<file path="src/hdl/att_pkg.sv">
// Shared widths, types, register codes and arctangent table of the tilt angle block.
`default_nettype none

package att_pkg;

  // Rotation stages of each arctangent pipeline; the table has 24 entries.
  localparam int CORDIC_STAGES = 16;
  localparam int CORDIC_RUN    = (CORDIC_STAGES > 24) ? 24 : CORDIC_STAGES;

  localparam int RAW_W      = 16;
  localparam int OFF_W      = 13;
  localparam int CAL_W      = 17;
  localparam int AB_W       = 16;
  localparam int SQ_W       = 2 * AB_W;
  localparam int SUM_W      = 32;
  localparam int ROOT_W     = 32;
  localparam int SQRT_STEPS = ROOT_W;
  localparam int REM_W      = ROOT_W + 4;
  localparam int FRAC_W     = 16;
  localparam int CX_W       = 36;
  localparam int ACC_W      = 29;
  localparam int ANG_W      = 15;

  localparam int ANG_MAX     = 23040;
  localparam int ANG_ROUND   = 2048;
  localparam int ANG_SHIFT   = 12;
  localparam int ANG_QUARTER = 47185920;

  localparam int CFG_ADDR_W = 2;

  typedef logic signed [RAW_W-1:0] raw_t;
  typedef logic signed [OFF_W-1:0] off_t;
  typedef logic signed [CAL_W-1:0] cal_t;
  typedef logic signed [CX_W-1:0]  cx_t;
  typedef logic signed [ACC_W-1:0] acc_t;
  typedef logic [ANG_W-1:0]        ang_t;
  typedef logic [CFG_ADDR_W-1:0]   cfg_addr_t;

  localparam cfg_addr_t CFG_OFFSET_X = 2'd0;
  localparam cfg_addr_t CFG_OFFSET_Y = 2'd1;
  localparam cfg_addr_t CFG_OFFSET_Z = 2'd2;

  localparam off_t OFF_X_RST = 13'sd164;
  localparam off_t OFF_Y_RST = -13'sd459;
  localparam off_t OFF_Z_RST = -13'sd25;

  // atan(2^-i) in units of 2^-19 degree
  function automatic acc_t atan_entry(input int idx);
    case (idx)
      0:       atan_entry = acc_t'(23592960);
      1:       atan_entry = acc_t'(13927738);
      2:       atan_entry = acc_t'(7359034);
      3:       atan_entry = acc_t'(3735561);
      4:       atan_entry = acc_t'(1875029);
      5:       atan_entry = acc_t'(938429);
      6:       atan_entry = acc_t'(469329);
      7:       atan_entry = acc_t'(234679);
      8:       atan_entry = acc_t'(117341);
      9:       atan_entry = acc_t'(58671);
      10:      atan_entry = acc_t'(29335);
      11:      atan_entry = acc_t'(14668);
      12:      atan_entry = acc_t'(7334);
      13:      atan_entry = acc_t'(3667);
      14:      atan_entry = acc_t'(1833);
      15:      atan_entry = acc_t'(917);
      16:      atan_entry = acc_t'(458);
      17:      atan_entry = acc_t'(229);
      18:      atan_entry = acc_t'(115);
      19:      atan_entry = acc_t'(57);
      20:      atan_entry = acc_t'(29);
      21:      atan_entry = acc_t'(14);
      22:      atan_entry = acc_t'(7);
      23:      atan_entry = acc_t'(4);
      default: atan_entry = '0;
    endcase
  endfunction

endpackage

`default_nettype wire

</file>
<file path="src/hdl/att_cordic.sv">
// Pipelined vectoring arctangent: one rotation per register stage, rounded to 1/128 degree.
`default_nettype none

module att_cordic import att_pkg::*; (
  input  wire logic clk,
  input  wire logic en,
  input  wire cx_t  x_in,
  input  wire cx_t  y_in,
  output ang_t      angle
);

  localparam int Q_W = ACC_W - ANG_SHIFT;

  cx_t  xs_r  [CORDIC_RUN+1];
  cx_t  ys_r  [CORDIC_RUN+1];
  acc_t acc_r [CORDIC_RUN+1];

  cx_t  dx      [CORDIC_RUN];
  cx_t  dy      [CORDIC_RUN];
  cx_t  xs_nxt  [CORDIC_RUN];
  cx_t  ys_nxt  [CORDIC_RUN];
  acc_t acc_nxt [CORDIC_RUN];

  logic [ACC_W-1:0] acc_pos;
  logic [ACC_W-1:0] acc_rnd;
  logic [Q_W-1:0]   ang_q;

  always_comb begin
    for (int i = 0; i < CORDIC_RUN; i++) begin
      dx[i] = ys_r[i] >>> i;
      dy[i] = xs_r[i] >>> i;
      if (!ys_r[i][CX_W-1]) begin
        xs_nxt[i]  = xs_r[i] + dx[i];
        ys_nxt[i]  = ys_r[i] - dy[i];
        acc_nxt[i] = acc_r[i] + atan_entry(i);
      end else begin
        xs_nxt[i]  = xs_r[i] - dx[i];
        ys_nxt[i]  = ys_r[i] + dy[i];
        acc_nxt[i] = acc_r[i] - atan_entry(i);
      end
    end
  end

  always_ff @(posedge clk) begin
    if (en) begin
      // pre-rotate by 90 degrees when the vector points into the left half plane
      if (x_in[CX_W-1]) begin
        xs_r[0]  <= y_in;
        ys_r[0]  <= -x_in;
        acc_r[0] <= acc_t'(ANG_QUARTER);
      end else begin
        xs_r[0]  <= x_in;
        ys_r[0]  <= y_in;
        acc_r[0] <= '0;
      end
      for (int i = 0; i < CORDIC_RUN; i++) begin
        xs_r[i+1]  <= xs_nxt[i];
        ys_r[i+1]  <= ys_nxt[i];
        acc_r[i+1] <= acc_nxt[i];
      end
    end
  end

  // clamp at zero, round half up to 1/128 degree, clamp at 180 degrees
  always_comb begin
    acc_pos = acc_r[CORDIC_RUN][ACC_W-1] ? '0 : acc_r[CORDIC_RUN];
    acc_rnd = acc_pos + ACC_W'(ANG_ROUND);
    ang_q   = acc_rnd[ACC_W-1:ANG_SHIFT];
    angle   = (ang_q > Q_W'(ANG_MAX)) ? ANG_W'(ANG_MAX) : ang_q[ANG_W-1:0];
  end

endmodule

`default_nettype wire

</file>
<file path="config.mk">
export PLATFORM = sky130hd
export DESIGN_NAME = att_cordic
export DESIGN_NICKNAME = d
export VERILOG_FILES = /design/src/hdl/att_pkg.sv /design/src/hdl/att_cordic.sv
export SDC_FILE = /design/constraint.sdc
export NUM_CORES = 2
export LEC_CHECK = 0
export BUFFER_PORTS_ARGS = -buffer_cell sky130_fd_sc_hd__buf_2
export CORE_UTILIZATION = 55
export CTS_CLUSTER_DIAMETER = 200
export DETAILED_ROUTE_END_ITERATION = 7
export HOLD_SLACK_MARGIN = 0.02
export PLACE_DENSITY = 0.73
export SKIP_LAST_GASP = 1
export SYNTH_ARGS = -nofsm -noshare
export SYNTH_HDL_FRONTEND = slang
export SYNTH_SLANG_ARGS = --single-unit
</file>
<file path="constraint.sdc">
create_clock -name clk -period 5.55 [get_ports clk]
set_input_delay 1.11 -clock clk [delete_from_list [all_inputs] [get_ports clk]]
set_output_delay 1.11 -clock clk [all_outputs]
set_load 0.02 [all_outputs]
</file>
# --- Word level (Yosys, flattened, before mapping) ---
# Memories as Yosys holds them, arrays and structs flattened.
# Index checks and enable logic that the tools add are counted.
classes:
  n_bitwise: 3
  muxes: 93
  magnitude_cmp: 1
  n_addsub: 97
ops:
  columns: ["op", "n"]
  rows:
  - ["$mux 29", 49]
  - ["$mux 36", 34]
  - ["$add 29x29->29", 16]
  - ["$sub 29x29->29", 16]
  - ["$add 36x21->36", 2]
  - ["$add 36x22->36", 2]
  - ["$add 36x23->36", 2]
  - ["$add 36x24->36", 2]
  - ["$add 36x25->36", 2]
  - ["$add 36x26->36", 2]
  - ["$add 36x27->36", 2]
  - ["$add 36x28->36", 2]
  - ["$add 36x29->36", 2]
  - ["$add 36x30->36", 2]
  - ["$add 36x31->36", 2]
  - ["$add 36x32->36", 2]
  - ["$add 36x33->36", 2]
  - ["$add 36x34->36", 2]
  - ["$add 36x35->36", 2]
  - ["$sub 36x21->36", 2]
  - ["$sub 36x22->36", 2]
  - ["$sub 36x23->36", 2]
  - ["$sub 36x24->36", 2]
  - ["$sub 36x25->36", 2]
  - ["other kinds (19)", 39]
word_totals:
  n_memories: 3
  reg_bits: 0
  word_cells: 197
  mem_bits_rw: 1717
  output_inout_bits: 15
  in_bits: 74
memory_table:
  columns: ["memory", "depth", "width", "read_ports", "rd_ports_with_merged_regs", "write_ports", "line_no", "source"]
  rows:
  - ["xs_r", 17, 36, 16, 0, 17, "att_cordic.sv:14", "cx_t xs_r [CORDIC_RUN+1];"]
  - ["ys_r", 17, 36, 16, 0, 17, "att_cordic.sv:15", "cx_t ys_r [CORDIC_RUN+1];"]
  - ["acc_r", 17, 29, 17, 0, 17, "att_cordic.sv:16", "acc_t acc_r [CORDIC_RUN+1];"]

# --- Longest topological paths before layout ---
# An unclocked memory read counts as a cell.
logic_depth:
  depth_word: 5
  depth_mapped: 24
  mapped_depth_nobuf: 23

# --- Least setup slack after synthesis ---
# Ideal clock, no wire load.
synth_timing:
  path_type: "reg-to-output"
  start: "memory acc_r[0][492] in the netlist's numbering"
  end: "output angle[3]"
  path_slack_ps: 1019
  n_path_buf: 3
  path_stages_with_launch: 15
  arrival_ps: 3421
  required_ps: 4440
  cell_sequence: "edfxtp_1 > clkbuf_1 > buf_1 > nor2b_1 > ha_1 > nand2_1 > nor4_1 > inv_1 > or3_1 > xor2_1 > nor2_1 > a21oi_1 > o31ai_1 > clkbuf_1 > nor3_1"
synth_rtl:
  columns: ["element", "line_no", "source"]
  rows:
  - ["start, declared", "att_cordic.sv:16", null]
  - ["end, declared", "att_cordic.sv:9", "output ang_t angle"]

==> impl_results.html <==
<table>
<tr><th>Metric</th><th>Value</th></tr>
<tr><th colspan="2">Run status</th></tr>
<tr><td>Status</td><td>finished, final reports clean</td></tr>
<tr><th colspan="2">Timing</th></tr>
<tr><td>Worst relative slew slack</td><td>0.187</td></tr>
<tr><td>Skew final</td><td>0.0433 ns</td></tr>
<tr><td>Final hold viol count</td><td>0</td></tr>
<tr><td>Share of the clock period used by the worst path after layout</td><td>0.945</td></tr>
<tr><td>Setup Viol. Count Final</td><td>0</td></tr>
<tr><td>Worst-margin pin slew</td><td>1.21 ns</td></tr>
<tr><td>Max Slew Vio Count</td><td>0</td></tr>
<tr><td>Unrepaired setup endpoints after global routing</td><td>yes</td></tr>
<tr><td>Shortest period the worst path allows</td><td>5.24 ns</td></tr>
<tr><td>Maximum frequency from static timing analysis</td><td>191 MHz</td></tr>
<tr><th colspan="2">Logic synthesis</th></tr>
<tr><td>Number of synthesized flops with an enable pin</td><td>1,463</td></tr>
<tr><td>Number of nets in the synthesized netlist</td><td>15,700</td></tr>
<tr><td>Sequential-to-total area share from yosys stat</td><td>0.336</td></tr>
<tr><td>Top_reg_cell synth</td><td>sky130_fd_sc_hd__edfxtp_1</td></tr>
<tr><td>Post-synthesis sequential element count</td><td>1,463</td></tr>
<tr><td>Cell area after synthesis</td><td>131,000 um^2</td></tr>
<tr><td>Cell variety after synth</td><td>98</td></tr>
<tr><td>Instance count of the mapped netlist</td><td>14,100</td></tr>
<tr><td>Share of flip-flops with an asynchronous set or reset</td><td>0</td></tr>
<tr><td>Average footprint of a synthesized cell</td><td>9.25 um^2</td></tr>
<tr><td>Count of yosys warnings during synthesis</td><td>0</td></tr>
<tr><th colspan="2">Setup path</th></tr>
<tr><td>Worst path cell trace</td><td>nor2b_1, ha_1, nand2_1, nor4_1, inv_1, or3_1, xor2_1, nor2_1, a21oi_1, o31ai_4, or2_2, buf_2</td></tr>
<tr><td>Largest delay contributor family on the critical path</td><td>simple AND/OR/NAND/NOR gates</td></tr>
<tr><td>Critical-path top delay cell</td><td>sky130_fd_sc_hd__nor4_1</td></tr>
<tr><td>CP max FO</td><td>12</td></tr>
<tr><td>Critical path required time</td><td>4.44 ns</td></tr>
<tr><td>Largest stage delay, worst path</td><td>0.49 ns</td></tr>
<tr><td>Count of cell instances traversed by the critical path</td><td>12</td></tr>
<tr><td>Reg2reg path depth</td><td>20</td></tr>
<tr><td>Kind of critical path</td><td>flop to output pin</td></tr>
<tr><td>Kind of launch point of the worst setup path</td><td>flop</td></tr>
<tr><td>Critical path data arrival time</td><td>4.13 ns</td></tr>
<tr><td>Type of destination of the critical path</td><td>output pin</td></tr>
<tr><td>Number of buffer and inverter stages on the critical path</td><td>2</td></tr>
<tr><th colspan="2">Layout</th></tr>
<tr><td>Final net count</td><td>15,800</td></tr>
<tr><td>Leading cell types in the layout, fill and taps excluded</td><td>sky130_fd_sc_hd__a21oi_1 (1,518), sky130_fd_sc_hd__ha_1 (1,468), sky130_fd_sc_hd__edfxtp_1 (1,463)</td></tr>
<tr><td>Multi-input gate area in the final layout</td><td>83,400 um^2</td></tr>
<tr><td>Leading cell type in the layout, fill and taps excluded</td><td>sky130_fd_sc_hd__a21oi_1</td></tr>
<tr><td>Share of final-layout standard cells stronger than drive strength 1</td><td>0.0428</td></tr>
<tr><td>Layout filler cell count</td><td>20,400</td></tr>
<tr><td>Area growth from synthesis to layout</td><td>7.37%</td></tr>
<tr><td>Final std cell area, no fill</td><td>140,000 um^2</td></tr>
<tr><td>Area taken by flip-flops and latches</td><td>43,900 um^2</td></tr>
<tr><th colspan="2">Detailed routing</th></tr>
<tr><td>Per-cell routed wire length</td><td>18.3 um</td></tr>
<tr><td># DRC</td><td>0</td></tr>
<tr><td>First-pass iteration count of the detailed router</td><td>8</td></tr>
<tr><td>Count of antenna-violating nets left after detailed routing</td><td>0</td></tr>
<tr><td>Vias after detailed routing</td><td>106,000</td></tr>
<tr><td>Starting DRC count in detailed routing</td><td>8,920</td></tr>
<tr><td>Avg Vias per Cell</td><td>6.03</td></tr>
<tr><td>Drt total wl</td><td>321,000 um</td></tr>
<tr><th colspan="2">Run</th></tr>
<tr><td>Maximum capacitance violations</td><td>0</td></tr>
<tr><th colspan="2">GRT</th></tr>
<tr><td>Maximum number of pins on one net before global-route repair</td><td>148</td></tr>
<tr><td>Number of antenna violations at the first check in global routing</td><td>5</td></tr>
<tr><td>First-pass GRT wire length</td><td>511,000 um</td></tr>
<tr><td>Vias in the first global route</td><td>97,700</td></tr>
<tr><td>GR Util All Layers</td><td>0.260</td></tr>
<tr><td>Congestion Overflow GR</td><td>0</td></tr>
<tr><th colspan="2">Clocking</th></tr>
<tr><td>CTS clock-pin slew for the worst setup and hold paths</td><td>0.06 ns</td></tr>
<tr><td>Sinks on the clock net</td><td>1,463</td></tr>
<tr><td>CTS Buf Count</td><td>172</td></tr>
<tr><td>CTS tree</td><td>yes</td></tr>
<tr><td>H-tree Lvls</td><td>4</td></tr>
<tr><td>Deepest clock path buffer count</td><td>3</td></tr>
<tr><td>Clock Tree Root</td><td>sky130_fd_sc_hd__clkbuf_16</td></tr>
<tr><td>Total setup buffers inserted after CTS</td><td>0</td></tr>
<tr><td>Worst skew pair latency</td><td>0.84 ns</td></tr>
<tr><td>Hold_buf cts</td><td>0</td></tr>
<tr><th colspan="2">Place</th></tr>
<tr><td>Count of buffers inserted at the top-level ports</td><td>88</td></tr>
<tr><td>Post-detail-place hpwl</td><td>251,000 um</td></tr>
<tr><td>Post-detailed-placement cell area</td><td>135,000 um^2</td></tr>
<tr><td>Routability congestion estimate from global placement</td><td>0.958</td></tr>
<tr><th colspan="2">Floorplanning</th></tr>
<tr><td>Effective utilization at floorplan</td><td>0.555</td></tr>
<tr><td>Vertical die dimension</td><td>490 um</td></tr>
<tr><td>Number of ports placed on the die boundary</td><td>89</td></tr>
<tr><td>Core region area</td><td>236,000 um^2</td></tr>
<tr><td>Die footprint</td><td>240,000 um^2</td></tr>
<tr><td>Count of standard-cell rows</td><td>178</td></tr>
<tr><td>Die W</td><td>490 um</td></tr>
<tr><th colspan="2">Min path</th></tr>
<tr><td>Cells on Worst Hold Path</td><td>0</td></tr>
<tr><td>Hold/Removal Path Class</td><td>flop to flop</td></tr>
</table>
==> cell usage after synthesis, types with 37 or more instances <==
cell type                  number  area share
sky130_fd_sc_hd__o31ai_1       75      0.0043
sky130_fd_sc_hd__o21ai_0      674       0.026
sky130_fd_sc_hd__nand2b_1     231       0.011
sky130_fd_sc_hd__and3_1       137      0.0066
sky130_fd_sc_hd__a21oi_1     1518       0.058
sky130_fd_sc_hd__o21a_1       241       0.014
sky130_fd_sc_hd__nand4_1      121      0.0058
sky130_fd_sc_hd__nand2_1      729       0.021
sky130_fd_sc_hd__nor3_1       405       0.015
sky130_fd_sc_hd__o211ai_1      58      0.0033
sky130_fd_sc_hd__a211o_1       44      0.0029
sky130_fd_sc_hd__mux2_2        78      0.0067
sky130_fd_sc_hd__xnor2_1     1227       0.082
sky130_fd_sc_hd__o31a_1        48      0.0032
sky130_fd_sc_hd__fa_1          37      0.0057
sky130_fd_sc_hd__inv_1        620       0.018
sky130_fd_sc_hd__ha_1        1468        0.14
sky130_fd_sc_hd__or2_2         38      0.0018
sky130_fd_sc_hd__nand3_1      233      0.0089
sky130_fd_sc_hd__nor2b_1      219       0.010
sky130_fd_sc_hd__edfxtp_1    1463        0.34
sky130_fd_sc_hd__a211oi_1     123      0.0071
sky130_fd_sc_hd__clkbuf_1     239      0.0069
sky130_fd_sc_hd__a31oi_1      171      0.0082
sky130_fd_sc_hd__buf_1         40      0.0011
sky130_fd_sc_hd__mux2i_1       37      0.0028
sky130_fd_sc_hd__or4_1         45      0.0026
sky130_fd_sc_hd__a21o_1       635       0.036
sky130_fd_sc_hd__or3_1         90      0.0043
sky130_fd_sc_hd__and2_1        93      0.0044
sky130_fd_sc_hd__nor4_1       131      0.0063
sky130_fd_sc_hd__o41ai_1       46      0.0031
sky130_fd_sc_hd__nor2_1      1369       0.039
sky130_fd_sc_hd__xor2_1       696       0.047
sky130_fd_sc_hd__o21bai_1     206       0.012
==> per-stage QoR <==
stage / hold slack, ns / utilization / setup TNS [ns] / instances / setup slack, ns
2_1_floorplan: 0.400 / - / 0 / 14100 / 1.02
6_report: 0.419 / 0.595 / 0 / 17500 / 0.305
5_1_grt: 0.436 / 0.595 / -0.00135 / 17500 / -0.00135
4_1_cts: 0.420 / 0.595 / 0 / 17500 / 0.199
3_5_place_dp: 0.406 / 0.573 / 0 / 17200 / 0.635
3_3_place_gp: 0.409 / 0.573 / 0 / 17200 / 0.724
==> registers in the layout, summed over array words and instances, names as in the netlist <==
| name | count |
|---|---|
| ys_r | 541 |
| acc_r | 397 |
| xs_r | 525 |
==> cell type report <==
class | instances | area share
Sequential cell | 1463 | 0.313
Timing Repair Buffer | 189 | 0.00989
Multi-Input combinational cell | 11800 | 0.594
Tap cell | 3150 | 0.0281
Clock buffer | 207 | 0.0316
Inverter | 628 | 0.0168
Antenna cell | 5 | 0.0000891
Clock inverter | 107 | 0.00652
==> per-layer routing <==
metal,wire length [um],vias up,track usage
met5,0,-,0
met3,17500,483,0.0309
met4,8060,0,0.0689
met2,151000,2821,0.437
li1,-,52500,-
met1,145000,49700,0.352
==> logic make-up (layout without fill, tap and decap cells) <==
logic type,count (synthesis),after routing,synth area share
buffers and inverters,912,1131,0.0263
xor gates and xnor gates,1923,1923,0.129
muxes,115,115,0.00955
and+or+nand+nor,3973,3973,0.147
other,0,5,0
AOI/OAI and AO/OA,4250,4250,0.207
adders and majority gates,1505,1505,0.146
DFF,1463,1463,0.336
==> repair_timing <==
action / 4_1_cts / 5_1_grt
pin swaps: 0 / 0
resized for setup: 1 / 2
endpoints found under the hold margin: 0 / 0
gates cloned: 0 / 0
endpoints found under the setup margin: 12 / 13
==> worst paths after layout <==
check                     start             to  slack, ns
setup / recovery  acc_r[0][492]       angle[9]       0.31
hold reg to reg   acc_r[0][320]  acc_r[0][349]       0.42
hold / removal    acc_r[0][320]  acc_r[0][349]       0.42
setup reg to reg   xs_r[0][444]   ys_r[0][500]       0.50
Power is left out: the tool's default activity adds up to more than one toggle a clock period on the data nets, which glitch-free logic cannot reach.
